[src/sv/tlb_pkg.sv]
// Package for the 4 KB page translation buffer: commands, status codes,
// entry type and sizing constants. No dependencies.
package tlb_pkg;

  localparam int unsigned TlbEntriesDefault = 32;
  localparam int unsigned TlbSafeDefault    = 8;
  localparam int unsigned TlbIdxW           = 5;
  localparam int unsigned TlbQDepth         = 2;

  typedef enum logic [2:0] {
    CMD_TRANSLATE = 3'd0,
    CMD_GQUERY    = 3'd1,
    CMD_PROBE     = 3'd2,
    CMD_READ      = 3'd3,
    CMD_WRITE_IDX = 3'd4,
    CMD_WRITE_RND = 3'd5
  } tlb_cmd_t;

  typedef enum logic [1:0] {
    ST_HIT      = 2'd0,
    ST_NOMATCH  = 2'd1,
    ST_INVALID  = 2'd2,
    ST_MODIFIED = 2'd3
  } tlb_status_t;

  typedef struct packed {
    logic [19:0] vpn;
    logic [5:0]  pid;
    logic [19:0] pfn;
    logic        n;
    logic        d;
    logic        v;
    logic        g;
  } tlb_entry_t;

  // One classified word handed from the front part to the back part.
  typedef struct packed {
    logic [2:0]         cmd;
    logic               known;
    logic [11:0]        offset;
    logic               is_write;
    logic               found;
    logic [TlbIdxW-1:0] hit_idx;
    logic [TlbIdxW-1:0] index;
    logic               idx_ok;
    tlb_entry_t         hit_e;
    tlb_entry_t         rd_e;
  } tlb_op_t;

  typedef struct packed {
    logic [1:0]  status;
    logic [31:0] paddr;
    logic        is_global;
    logic        probe_fail;
    logic [4:0]  index_out;
    tlb_entry_t  rd;
  } tlb_res_t;

endpackage

[src/sv/tlb_ifc.sv]
// Valid/ready channel interfaces for the translation buffer.
// No dependencies.
interface tlb_in_if;
  logic        valid;
  logic        ready;
  logic [2:0]  cmd;
  logic [31:0] vaddr;
  logic        is_write;
  logic [19:0] vpn;
  logic [5:0]  pid;
  logic [4:0]  index;
  logic [19:0] pfn;
  logic        flag_n;
  logic        flag_d;
  logic        flag_v;
  logic        flag_g;
  modport source (output valid, cmd, vaddr, is_write, vpn, pid, index, pfn,
                  flag_n, flag_d, flag_v, flag_g, input ready);
  modport sink (input valid, cmd, vaddr, is_write, vpn, pid, index, pfn,
                flag_n, flag_d, flag_v, flag_g, output ready);
endinterface

interface tlb_out_if;
  logic        valid;
  logic        ready;
  logic [1:0]  status;
  logic [31:0] paddr;
  logic        is_global;
  logic        probe_fail;
  logic [4:0]  index_out;
  logic [19:0] rd_vpn;
  logic [5:0]  rd_pid;
  logic [19:0] rd_pfn;
  logic        rd_n;
  logic        rd_d;
  logic        rd_v;
  logic        rd_g;
  modport source (output valid, status, paddr, is_global, probe_fail, index_out,
                  rd_vpn, rd_pid, rd_pfn, rd_n, rd_d, rd_v, rd_g, input ready);
  modport sink (input valid, status, paddr, is_global, probe_fail, index_out,
                rd_vpn, rd_pid, rd_pfn, rd_n, rd_d, rd_v, rd_g, output ready);
endinterface

interface tlb_cfg_if;
  logic        valid;
  logic        ready;
  logic [31:0] data;
  modport source (output valid, data, input ready);
  modport sink (input valid, data, output ready);
endinterface

[src/sv/tlb_front.sv]
// Front part: holds the entry array, matches, reads and writes it, and
// emits a classified word. Depends on tlb_pkg.
module tlb_front import tlb_pkg::*; #(
  parameter int unsigned ENTRIES      = TlbEntriesDefault,
  parameter int unsigned SAFE_ENTRIES = TlbSafeDefault
) (
  input  logic        clk,
  input  logic        rst_n,
  input  logic        acc,
  input  logic [2:0]  cmd,
  input  logic [31:0] vaddr,
  input  logic        is_write,
  input  logic [19:0] vpn,
  input  logic [5:0]  pid,
  input  logic [4:0]  index,
  input  tlb_entry_t  wr_e,
  output tlb_op_t     op
);

  localparam logic [TlbIdxW-1:0] LastSlot = TlbIdxW'(ENTRIES - 1);
  localparam logic [TlbIdxW-1:0] SafeSlot = TlbIdxW'(SAFE_ENTRIES);

  // Valid bits stand for the cleared reset value of each entry.
  tlb_entry_t         ent_r [ENTRIES];
  logic [ENTRIES-1:0] vld_r;
  logic [TlbIdxW-1:0] rnd_r;
  logic [TlbIdxW-1:0] rnd_nxt;
  logic [19:0]        page;
  logic [ENTRIES-1:0] match;
  logic               found;
  logic [TlbIdxW-1:0] hit_idx;
  logic               idx_ok;
  logic               do_wr;
  logic [TlbIdxW-1:0] wr_slot;

  function automatic tlb_entry_t rd_ent(input tlb_entry_t e, input logic v);
    tlb_entry_t z;
    z = '0;
    return v ? e : z;
  endfunction

  assign page   = (cmd == CMD_PROBE) ? vpn : vaddr[31:12];
  assign idx_ok = (32'(index) < ENTRIES);

  always_comb begin
    tlb_entry_t e;
    for (int i = 0; i < ENTRIES; i++) begin
      e = rd_ent(ent_r[i], vld_r[i]);
      match[i] = (e.vpn == page) && (e.g || e.pid == pid);
    end
  end

  always_comb begin
    found   = 1'b0;
    hit_idx = '0;
    for (int i = ENTRIES - 1; i >= 0; i--) begin
      if (match[i]) begin
        found   = 1'b1;
        hit_idx = TlbIdxW'(i);
      end
    end
  end

  always_comb begin
    rnd_nxt = rnd_r;
    do_wr   = 1'b0;
    wr_slot = index;
    if (acc && cmd == CMD_WRITE_IDX) begin
      do_wr = idx_ok;
    end else if (acc && cmd == CMD_WRITE_RND) begin
      do_wr   = 1'b1;
      wr_slot = rnd_r;
      rnd_nxt = (rnd_r <= SafeSlot) ? LastSlot : rnd_r - 1'b1;
    end
  end

  always_ff @(posedge clk) begin
    if (!rst_n) begin
      vld_r <= '0;
      rnd_r <= LastSlot;
    end else begin
      rnd_r <= rnd_nxt;
      if (do_wr) begin
        vld_r[wr_slot] <= 1'b1;
      end
    end
  end

  always_ff @(posedge clk) begin
    if (do_wr) begin
      ent_r[wr_slot] <= wr_e;
    end
  end

  always_comb begin
    op          = '0;
    op.cmd      = cmd;
    op.known    = (cmd <= CMD_WRITE_RND);
    op.offset   = vaddr[11:0];
    op.is_write = is_write;
    op.found    = found;
    op.hit_idx  = hit_idx;
    op.index    = (cmd == CMD_WRITE_RND) ? rnd_r : index;
    op.idx_ok   = idx_ok;
    op.hit_e    = rd_ent(ent_r[hit_idx], vld_r[hit_idx]);
    if (idx_ok) begin
      op.rd_e = rd_ent(ent_r[index], vld_r[index]);
    end
  end

endmodule

[src/sv/tlb_queue.sv]
// Short queue of classified words between front and back parts.
// Depends on tlb_pkg.
module tlb_queue import tlb_pkg::*; (
  input  logic    clk,
  input  logic    rst_n,
  input  logic    push,
  input  tlb_op_t push_op,
  output logic    full,
  input  logic    pop,
  output logic    empty,
  output tlb_op_t head
);

  localparam int unsigned PtrW = $clog2(TlbQDepth);

  tlb_op_t         mem_r [TlbQDepth];
  logic [PtrW-1:0] wp_r, rp_r;
  logic [PtrW:0]   cnt_r;

  assign full  = (cnt_r == (PtrW+1)'(TlbQDepth));
  assign empty = (cnt_r == '0);
  assign head  = mem_r[rp_r];

  always_ff @(posedge clk) begin
    if (!rst_n) begin
      wp_r  <= '0;
      rp_r  <= '0;
      cnt_r <= '0;
    end else begin
      if (push) wp_r <= wp_r + 1'b1;
      if (pop)  rp_r <= rp_r + 1'b1;
      cnt_r <= cnt_r + (PtrW+1)'(push) - (PtrW+1)'(pop);
    end
  end

  always_ff @(posedge clk) begin
    if (push) begin
      mem_r[wp_r] <= push_op;
    end
  end

endmodule

[src/sv/tlb_back.sv]
// Back part: turns a classified word into a result word and holds it in
// the output register. Depends on tlb_pkg.
module tlb_back import tlb_pkg::*; (
  input  logic     clk,
  input  logic     rst_n,
  input  logic     have,
  input  tlb_op_t  op,
  input  logic     cfg_we,
  input  logic [31:0] cfg_data,
  output logic     take,
  output logic     res_valid,
  input  logic     res_ready,
  output tlb_res_t res
);

  logic [31:0] mask_r;
  logic        vld_r;
  tlb_res_t    res_r, res_nxt;

  assign take      = have && (!vld_r || res_ready);
  assign res_valid = vld_r;
  assign res       = res_r;

  always_comb begin
    res_nxt = '0;
    if (op.known) begin
      unique case (op.cmd)
        CMD_TRANSLATE: begin
          if (!op.found) res_nxt.status = ST_NOMATCH;
          else if (!op.hit_e.v) res_nxt.status = ST_INVALID;
          else if (op.is_write && !op.hit_e.d) res_nxt.status = ST_MODIFIED;
          else res_nxt.paddr = {op.hit_e.pfn, op.offset} & mask_r;
        end
        CMD_GQUERY: res_nxt.is_global = op.found && op.hit_e.g;
        CMD_PROBE: begin
          res_nxt.probe_fail = !op.found;
          res_nxt.index_out  = op.found ? op.hit_idx : op.index;
        end
        CMD_READ:      res_nxt.rd = op.rd_e;
        CMD_WRITE_RND: res_nxt.index_out = op.index;
        default: ;
      endcase
    end
  end

  always_ff @(posedge clk) begin
    if (!rst_n) begin
      vld_r  <= 1'b0;
      mask_r <= '1;
    end else begin
      if (cfg_we) mask_r <= cfg_data;
      if (take) vld_r <= 1'b1;
      else if (res_ready) vld_r <= 1'b0;
    end
  end

  always_ff @(posedge clk) begin
    if (take) res_r <= res_nxt;
  end

endmodule

[src/sv/tlb_assoc_4k_page.sv]
// Top level of the fully associative 4 KB page translation buffer.
// Depends on tlb_pkg, tlb_ifc, tlb_front, tlb_queue and tlb_back.
//
//   channel  direction  carries
//   in       sink       one command word (translate, query, probe, read, writes)
//   out      source     one result word per command
//   cfg      sink       physical address mask
//
// Each command is matched against all entries in the cycle it is accepted.
// The word is queued at that edge and moves into the output register once that
// register is free. The sustained rate is one word per cycle while the output
// does not stall. The two-deep queue between the lookup and the output register
// lets input and output stall independently. Reset clears all entries (through
// per-entry valid bits), sets the random slot counter to the last entry and the
// mask to all ones.
module tlb_assoc_4k_page import tlb_pkg::*; #(
  parameter int unsigned ENTRIES      = TlbEntriesDefault,
  parameter int unsigned SAFE_ENTRIES = TlbSafeDefault
) (
  input logic clk,
  input logic rst_n,
  tlb_in_if.sink    in_ch,
  tlb_out_if.source out_ch,
  tlb_cfg_if.sink   cfg_ch
);

  tlb_op_t    f_op, q_head;
  tlb_res_t   res;
  tlb_entry_t wr_e;
  logic       q_full, q_empty, take, acc;

  // The front writes and looks up in the accept cycle, so commands enter
  // the queue strictly in order.
  assign in_ch.ready  = !q_full;
  assign acc          = in_ch.valid && !q_full;
  assign cfg_ch.ready = 1'b1;

  assign wr_e = '{vpn: in_ch.vpn, pid: in_ch.pid, pfn: in_ch.pfn, n: in_ch.flag_n,
                  d: in_ch.flag_d, v: in_ch.flag_v, g: in_ch.flag_g};

  tlb_front #(.ENTRIES(ENTRIES), .SAFE_ENTRIES(SAFE_ENTRIES)) u_front (
    .clk, .rst_n, .acc, .cmd(in_ch.cmd), .vaddr(in_ch.vaddr),
    .is_write(in_ch.is_write), .vpn(in_ch.vpn), .pid(in_ch.pid),
    .index(in_ch.index), .wr_e, .op(f_op)
  );

  tlb_queue u_queue (
    .clk, .rst_n, .push(acc), .push_op(f_op), .full(q_full),
    .pop(take), .empty(q_empty), .head(q_head)
  );

  tlb_back u_back (
    .clk, .rst_n, .have(!q_empty), .op(q_head),
    .cfg_we(cfg_ch.valid), .cfg_data(cfg_ch.data), .take,
    .res_valid(out_ch.valid), .res_ready(out_ch.ready), .res
  );

  assign out_ch.status     = res.status;
  assign out_ch.paddr      = res.paddr;
  assign out_ch.is_global  = res.is_global;
  assign out_ch.probe_fail = res.probe_fail;
  assign out_ch.index_out  = res.index_out;
  assign out_ch.rd_vpn     = res.rd.vpn;
  assign out_ch.rd_pid     = res.rd.pid;
  assign out_ch.rd_pfn     = res.rd.pfn;
  assign out_ch.rd_n       = res.rd.n;
  assign out_ch.rd_d       = res.rd.d;
  assign out_ch.rd_v       = res.rd.v;
  assign out_ch.rd_g       = res.rd.g;

endmodule

[src/flat_wrapper.sv]
// flat-port wrapper written by rule: the top's interface ports become plain ports
module tlb_assoc_4k_page_flat import tlb_pkg::*;
#(
  parameter int unsigned ENTRIES      = TlbEntriesDefault,
  parameter int unsigned SAFE_ENTRIES = TlbSafeDefault
)
  (clk, rst_n, in_ch_valid, in_ch_cmd, in_ch_vaddr, in_ch_is_write, in_ch_vpn, in_ch_pid, in_ch_index, in_ch_pfn, in_ch_flag_n, in_ch_flag_d, in_ch_flag_v, in_ch_flag_g, in_ch_ready, out_ch_valid, out_ch_status, out_ch_paddr, out_ch_is_global, out_ch_probe_fail, out_ch_index_out, out_ch_rd_vpn, out_ch_rd_pid, out_ch_rd_pfn, out_ch_rd_n, out_ch_rd_d, out_ch_rd_v, out_ch_rd_g, out_ch_ready, cfg_ch_valid, cfg_ch_data, cfg_ch_ready);
  tlb_in_if in_ch_i ();
  tlb_out_if out_ch_i ();
  tlb_cfg_if cfg_ch_i ();
  input logic clk;
  input logic rst_n;
  input wire logic [$bits(in_ch_i.valid)-1:0] in_ch_valid;
  input wire logic [$bits(in_ch_i.cmd)-1:0] in_ch_cmd;
  input wire logic [$bits(in_ch_i.vaddr)-1:0] in_ch_vaddr;
  input wire logic [$bits(in_ch_i.is_write)-1:0] in_ch_is_write;
  input wire logic [$bits(in_ch_i.vpn)-1:0] in_ch_vpn;
  input wire logic [$bits(in_ch_i.pid)-1:0] in_ch_pid;
  input wire logic [$bits(in_ch_i.index)-1:0] in_ch_index;
  input wire logic [$bits(in_ch_i.pfn)-1:0] in_ch_pfn;
  input wire logic [$bits(in_ch_i.flag_n)-1:0] in_ch_flag_n;
  input wire logic [$bits(in_ch_i.flag_d)-1:0] in_ch_flag_d;
  input wire logic [$bits(in_ch_i.flag_v)-1:0] in_ch_flag_v;
  input wire logic [$bits(in_ch_i.flag_g)-1:0] in_ch_flag_g;
  output wire logic [$bits(in_ch_i.ready)-1:0] in_ch_ready;
  output wire logic [$bits(out_ch_i.valid)-1:0] out_ch_valid;
  output wire logic [$bits(out_ch_i.status)-1:0] out_ch_status;
  output wire logic [$bits(out_ch_i.paddr)-1:0] out_ch_paddr;
  output wire logic [$bits(out_ch_i.is_global)-1:0] out_ch_is_global;
  output wire logic [$bits(out_ch_i.probe_fail)-1:0] out_ch_probe_fail;
  output wire logic [$bits(out_ch_i.index_out)-1:0] out_ch_index_out;
  output wire logic [$bits(out_ch_i.rd_vpn)-1:0] out_ch_rd_vpn;
  output wire logic [$bits(out_ch_i.rd_pid)-1:0] out_ch_rd_pid;
  output wire logic [$bits(out_ch_i.rd_pfn)-1:0] out_ch_rd_pfn;
  output wire logic [$bits(out_ch_i.rd_n)-1:0] out_ch_rd_n;
  output wire logic [$bits(out_ch_i.rd_d)-1:0] out_ch_rd_d;
  output wire logic [$bits(out_ch_i.rd_v)-1:0] out_ch_rd_v;
  output wire logic [$bits(out_ch_i.rd_g)-1:0] out_ch_rd_g;
  input wire logic [$bits(out_ch_i.ready)-1:0] out_ch_ready;
  input wire logic [$bits(cfg_ch_i.valid)-1:0] cfg_ch_valid;
  input wire logic [$bits(cfg_ch_i.data)-1:0] cfg_ch_data;
  output wire logic [$bits(cfg_ch_i.ready)-1:0] cfg_ch_ready;
  assign in_ch_i.valid = in_ch_valid;
  assign in_ch_i.cmd = in_ch_cmd;
  assign in_ch_i.vaddr = in_ch_vaddr;
  assign in_ch_i.is_write = in_ch_is_write;
  assign in_ch_i.vpn = in_ch_vpn;
  assign in_ch_i.pid = in_ch_pid;
  assign in_ch_i.index = in_ch_index;
  assign in_ch_i.pfn = in_ch_pfn;
  assign in_ch_i.flag_n = in_ch_flag_n;
  assign in_ch_i.flag_d = in_ch_flag_d;
  assign in_ch_i.flag_v = in_ch_flag_v;
  assign in_ch_i.flag_g = in_ch_flag_g;
  assign in_ch_ready = in_ch_i.ready;
  assign out_ch_valid = out_ch_i.valid;
  assign out_ch_status = out_ch_i.status;
  assign out_ch_paddr = out_ch_i.paddr;
  assign out_ch_is_global = out_ch_i.is_global;
  assign out_ch_probe_fail = out_ch_i.probe_fail;
  assign out_ch_index_out = out_ch_i.index_out;
  assign out_ch_rd_vpn = out_ch_i.rd_vpn;
  assign out_ch_rd_pid = out_ch_i.rd_pid;
  assign out_ch_rd_pfn = out_ch_i.rd_pfn;
  assign out_ch_rd_n = out_ch_i.rd_n;
  assign out_ch_rd_d = out_ch_i.rd_d;
  assign out_ch_rd_v = out_ch_i.rd_v;
  assign out_ch_rd_g = out_ch_i.rd_g;
  assign out_ch_i.ready = out_ch_ready;
  assign cfg_ch_i.valid = cfg_ch_valid;
  assign cfg_ch_i.data = cfg_ch_data;
  assign cfg_ch_ready = cfg_ch_i.ready;
  tlb_assoc_4k_page #(.ENTRIES(ENTRIES), .SAFE_ENTRIES(SAFE_ENTRIES)) u_core (.clk(clk), .rst_n(rst_n), .in_ch(in_ch_i), .out_ch(out_ch_i), .cfg_ch(cfg_ch_i));
endmodule
[config.mk]
export PLATFORM = sky130hd
export DESIGN_NAME = tlb_assoc_4k_page_flat
export DESIGN_NICKNAME = d
export VERILOG_FILES = /design/src/sv/tlb_pkg.sv /design/src/sv/tlb_ifc.sv /design/src/sv/tlb_front.sv /design/src/sv/tlb_queue.sv /design/src/sv/tlb_back.sv /design/src/sv/tlb_assoc_4k_page.sv /design/src/flat_wrapper.sv
export SDC_FILE = /design/constraint.sdc
export NUM_CORES = 2
export LEC_CHECK = 0
export BUFFER_PORTS_ARGS = -buffer_cell sky130_fd_sc_hd__buf_2
export CAP_MARGIN = 5
export CORE_ASPECT_RATIO = 1.2
export CORE_MARGIN = 1.5
export CORE_UTILIZATION = 32
export CTS_CLUSTER_DIAMETER = 40
export DETAILED_ROUTE_END_ITERATION = 8
export HOLD_SLACK_MARGIN = 0.1
export SYNTH_ARGS = -nofsm -noshare
export SYNTH_HDL_FRONTEND = slang
export SYNTH_SLANG_ARGS = --single-unit
[constraint.sdc]
create_clock -name clk -period 7.42 [get_ports clk]
set_input_delay 0.742 -clock clk [delete_from_list [all_inputs] [get_ports clk]]
set_output_delay 0.742 -clock clk [all_outputs]
set_load 0.01 [all_outputs]
# Yosys cells after proc, flatten, opt, wreduce, memory -nomap -nowiden
# Memories as Yosys holds them, arrays and structs flattened. A register that Yosys moved wholly into a read port is not among the register bits.
# Cells that the tools add are included.
[op_classes] n_div=0 n_eq_ne=72 bitwise_logic=7 reduce_logical=87 add_sub_neg=5 mul=0 magnitude_cmp=6 n_mux=124 shifts=0
[ops] op="2-to-1 mux 50 bit" n=34
[ops] op="== test 20 bit" n=32
[ops] op="== test 6 bit" n=32
[ops] op="2-to-1 mux 5 bit" n=37
[ops] op="2-to-1 mux 1 bit" n=46
[ops] op="logical AND 1 bit" n=39
[ops] op="logical OR 1 bit" n=33
[ops] op="bitwise AND 32 bit" n=1
[ops] op="bitwise OR 32 bit" n=1
[ops] op="2-to-1 mux 20 bit" n=1
[ops] op="less-than comparator 5 x 6 -> 1 bit, second input constant" n=3
[ops] op="binary-select mux 1 bit (select 5 bit)" n=2
[ops] op="case mux 5 bit (2 select lines)" n=1
[ops] op="AND reduction 2 bit" n=5
[ops] op="== test 3 x 2 -> 1 bit, second input constant" n=3
[ops] op="== test 3 bit, second input constant" n=3
[ops] op="demux 1 bit (select 5 bit)" n=1
[ops] op="greater-or-equal comparator 5 x 1 -> 1 bit, second input constant" n=1
[ops] op="less-or-equal comparator 5 x 4 -> 1 bit, second input constant" n=1
[ops] op="zero test 1 bit" n=5
[ops] op="inverter 1 bit" n=5
[ops] op="OR reduction 5 bit" n=1
[ops] op="subtractor 5 x 1 -> 5 bit, second input constant" n=1
[ops] op="2-to-1 mux 2 bit" n=2
[ops] op="other kinds (10)" n=11
[totals] latchBits=0 wordCells=323 mem_bits_rw=1856 memories=2 ff_bits=165 out_inout_bits=94 input_bits=128 romBits=0
[memory_table] memory="u_core.u_front.ent_r" words=32 width=50 read_ports=34 rd_ports_with_merged_regs=0 write_ports=1 line_no="tlb_front.sv:24" rtl="tlb_entry_t ent_r [ENTRIES];"
[memory_table] memory="u_core.u_queue.mem_r" words=2 width=128 read_ports=1 rd_ports_with_merged_regs=1 write_ports=1 line_no="tlb_queue.sv:16" rtl="tlb_op_t mem_r [TlbQDepth];"

# Logic depth before layout (Yosys ltp)
# An unclocked memory read counts as a cell.
[logic_depth] ltp_word=40 mapped_depth=27 mapped_depth_nobuf=17

# Cells and area by module
# Synthesis repeated with hierarchy kept, for this count alone.
[unflattened] hier_cells=8957 area_unflattened_um2=112874.5
[modules_own_cells] mod="tlb_front" instances=1 seq_area_each_um2=48786.8 cells_each=8220 area_each_um2=98632.1
[modules_own_cells] mod="tlb_queue" instances=1 seq_area_each_um2=7847.5 cells_each=422 area_each_um2=9576.7
[modules_own_cells] mod="tlb_back" instances=1 seq_area_each_um2=3393.3 cells_each=310 area_each_um2=4640.7
[modules_own_cells] mod="tlb_assoc_4k_page" instances=1 seq_area_each_um2=0.0 cells_each=5 area_each_um2=25.0

# Worst setup path before layout
# No wires, ideal clock.
[synth_timing] path_kind="input port to flip-flop" start="in out_ch_ready" end="reg u_core.u_queue.cnt_r[1]" setup_slack_ps=1355 required_ps=7305 arrival_time_ps=5950 n_path_buf=0 setup_time_ps=115 cell_stages=8 path_cell_list="nor2b_1 -> nor2_1 -> ha_1 -> inv_1 -> ha_1 -> xnor2_1 -> xnor2_1 -> and2_1"
[synth_via] elab_chain_cells=3
[synth_lines] element="start: declaration" line_no="flat_wrapper.sv:39" rtl="input wire logic [$bits(out_ch_i.ready)-1:0] out_ch_ready;"
[synth_lines] element="logical OR 1 bit" line_no="tlb_back.sv:20" rtl="assign take = have && (!vld_r || res_ready);"
[synth_lines] element="logical AND 1 bit" line_no="tlb_back.sv:20"
[synth_lines] element="net u_core.take" line_no="tlb_assoc_4k_page.sv:30" rtl="logic q_full, q_empty, take, acc;"
[synth_lines] element="subtractor 2 x 1 -> 2 bit" line_no="tlb_queue.sv:32" rtl="cnt_r <= cnt_r + (PtrW+1)'(push) - (PtrW+1)'(pop);"
[synth_lines] element="end signal: assignment" line_no="tlb_queue.sv:32"
[synth_lines] element="end: declaration" line_no="tlb_queue.sv:18" rtl="logic [PtrW:0] cnt_r;"
# The timed path passes the listed nets, and every way through them passes these cells.
# A chain may end at the register's enable or synchronous reset.

==> flow_summary.ini <==
[min_path]
hp-class = in2reg

[synth]
synth_area_um2 = 102000
synthMuxAreaShare_pct = 15.1
synth_seq_cells = 1968
synth.distinct_cells = 97
synth.most_common_cell = edfxtp_1
ys_warn_count = 0
avgSynthCellArea_um2 = 13.3
synth_compound_area_share_pct = 12.1
netlist_instances = 7681
synth.area.top_cells = edfxtp_1, mux4_2, mux2i_1, nand2_1, nor2_1
synth-simple-area-share_pct = 10.0
async_flop_share_pct = 0
synthAdderAreaFrac_pct = 0.0491
synth_top_family_by_area = multiplexers
synth-main-ff-cell = edfxtp_1
synth.top_cell.area_share_pct = 55.8
synth_edf_count = 1893
syn-num-nets = 7813
synth_top_area_cell = edfxtp_1
synthTopCellsByCount = edfxtp_1, nand2_1, nor2_1, mux4_2, clkbuf_1
synth-xor-area-share_pct = 2.81
ys_seq_area_share_pct = 57.2

[die]
initial_utilization_pct = 32.2
rows = 226
ios = 222
core_area_um2 = 316000
fp.dieW_um = 518
die_h_um = 621
die_area_um2 = 322000

[sta]
hold_viol = 0
fin_crit_ps = 7320
clock_skew_ps = 131
setup_viol = 0
fmax_mhz = 137
rsz0062_at_grt = false
holdWs_ps = 242
max_slew_margin_pct = 13.6
tns_ps = 0
tightestPinTransition_ps = 1290
fin_crit_sh_pct = 98.7
slew_viol_final = 0
setup_ws_ps = 98.8

[worst_setup_path]
end_kind = flip-flop
cp.arrival_ps = 7940
crit_fanout = 31
critPathKind = in2reg
crit_required_ps = 8040
crit_path_start_kind = primary input

[placed_design]
dp_worst_setup_slack_ps = -66.8
placedCellCount = 12184
gp_congestion = 1.04
placed_cell_area_um2 = 113000
portBuffers = 220
dp_hpwl_um = 338000

[routing]
wl_per_cell_um = 37.2
num_vias = 81081
first_pass_iters = 7
wl_um = 479000
first_iter_violations = 11788
avgViaCountPerCell = 6.31
antenna_left = 0
drc = 0

[layout]
finish.instance_area_um2 = 124000
fin_cells = 12857
syn_to_final_growth_pct = 22.1
fill_cells = 29376
final_util_pct = 39.3
final_nets = 8481
drive_above_1_share_pct = 24.7

[grt]
grt_pass1_vias = 78063
grt_pass1_wl_um = 650000
antenna_found_initial = 38
overflow = 0
grt_max_degree = 131
grt_util_all_layers_pct = 28.8

[power]
p_leak_nw = 40.7
ir_drop_v = 0.000219
power_mw = 31.9
power.density_nw_per_um2 = 257

[clock_network]
clk_pin_slew_ps = 50
cts_root_buf = clkbuf_16
clk_path_buf_depth = 4
cts_buffers = 333
clock_sinks = 1968
cts_htree_levels = 5
cts_tree = built
insertion_delay_ps = 960

[job]
drv_cap = 0

[run_status]
status = complete, no violations
power breakdown:
part           internal [mW]  switching, mW  total [mW]  leakage (nW)
clock                   9.53           6.12        15.6          5.39
combinational           1.16           2.33        3.49          17.4
sequential              12.6          0.159        12.8          17.9
total                   23.3           8.61        31.9          40.7
per-layer routing:
metal | vias to the layer above | track usage, % | wire (µm)
met2 | 5938 | 46.1 | 221000
met3 | 1485 | 6.05 | 46300
li1 | 32183 | - | -
met5 | - | 0 | 129
met1 | 41455 | 34.0 | 168000
met4 | 20 | 21.4 | 43300
repair_timing:
item / in CTS / in global routing
endpoints found under the setup margin: 0 / 8
hold endpoints to repair: 61 / 0
buffers inserted: 0 / 0
hold buffers: 48 / 0
gates resized for setup: 0 / 3
worst max-delay path, cell delays in order:
cell and delay (ps):
dlygate4sd3_1 540, buf_2 150, or3b_4 580, buf_12 320
a21oi_1 190, buf_4 260, a221o_1 330, o22ai_1 440
o21ai_0 490, nor4_1 570, o21bai_1 230, buf_4 190
nor2b_1 50, a221o_1 440, a211oi_2 290, buf_4 170
nor2_4 70, inv_6 130, mux2_2 330, o211ai_1 150
a311oi_1 130, o21ai_2 340, buf_4 210, buf_4 240
and4bb_1 230
area by class of cell:
cell class | instances | area (µm²) | area share (%)
Antenna cell | 10 | 25.0 | 0.0201
Sequential cell | 1968 | 58400 | 46.9
Clock buffer | 381 | 8640 | 6.94
Multi-Input combinational cell | 5022 | 41300 | 33.2
Tap cell | 4218 | 5280 | 4.24
Timing Repair Buffer | 946 | 7810 | 6.28
Clock inverter | 234 | 2700 | 2.17
Inverter | 78 | 303 | 0.243
final timing paths:
kind,to,start,cells past startpoint,slack (ps)
max,u_core.u_queue.mem_r[1][58]$_DFFE_PP_,in_ch_cmd[1],25,100
min,u_core.u_front.ent_r[19][32]$_DFFE_PP_,in_ch_vpn[2],1,240
max reg2reg,u_core.u_queue.mem_r[1][55]$_DFFE_PP_,u_core.u_front.vld_r[29]$_SDFFE_PN0N_,22,1180
min reg2reg,u_core.u_back.mask_r[26]$_SDFFE_PN1P_,u_core.u_back.mask_r[26]$_SDFFE_PN1P_,2,460
cell usage in the layout, fill, tap and decap left out, types with 58 or more instances in the layout:
cell       instances
xnor2_1          219
mux4_2           512
buf_12            88
o22ai_1          256
buf_2            214
nor3b_1           58
clkbuf_16        335
mux2i_1          311
dfxtp_1           68
edfxtp_1        1893
o21a_1            92
nand3_1          112
a21oi_1          241
buf_4            592
inv_1             72
nand2_1          665
o221ai_1          86
o32ai_1           86
a211oi_1          78
a31oi_1          106
nor2b_1          132
nor2_1           553
o22a_1           170
a41oi_1          143
xor2_1           107
a22oi_1           65
nor3_1           111
nand4_1           83
nand2b_1         131
o21ai_0          119
state kept, by name (all words and copies together), names as in the netlist, named ones only:
register and count:
u_core.u_front.ent_r 1600, u_core.u_queue.mem_r 202, u_core.u_back.res 91, u_core.u_back.mask_r 32, u_core.u_front.vld_r 32, u_core.u_front.rnd_r 5
u_core.u_queue.cnt_r 2, u_core.u_back.res_valid 1, u_core.u_queue.rp_r 1, u_core.u_queue.wp_r 1
kinds of logic after synthesis:
family	count (synthesis)
simple gates	2117
flops	1968
compound gates	1684
mux	889
buf+inv	691
xor+xnor	327
fa+ha+maj	4
other cells	1
Note: power is estimated with default switching activity, not from simulation.
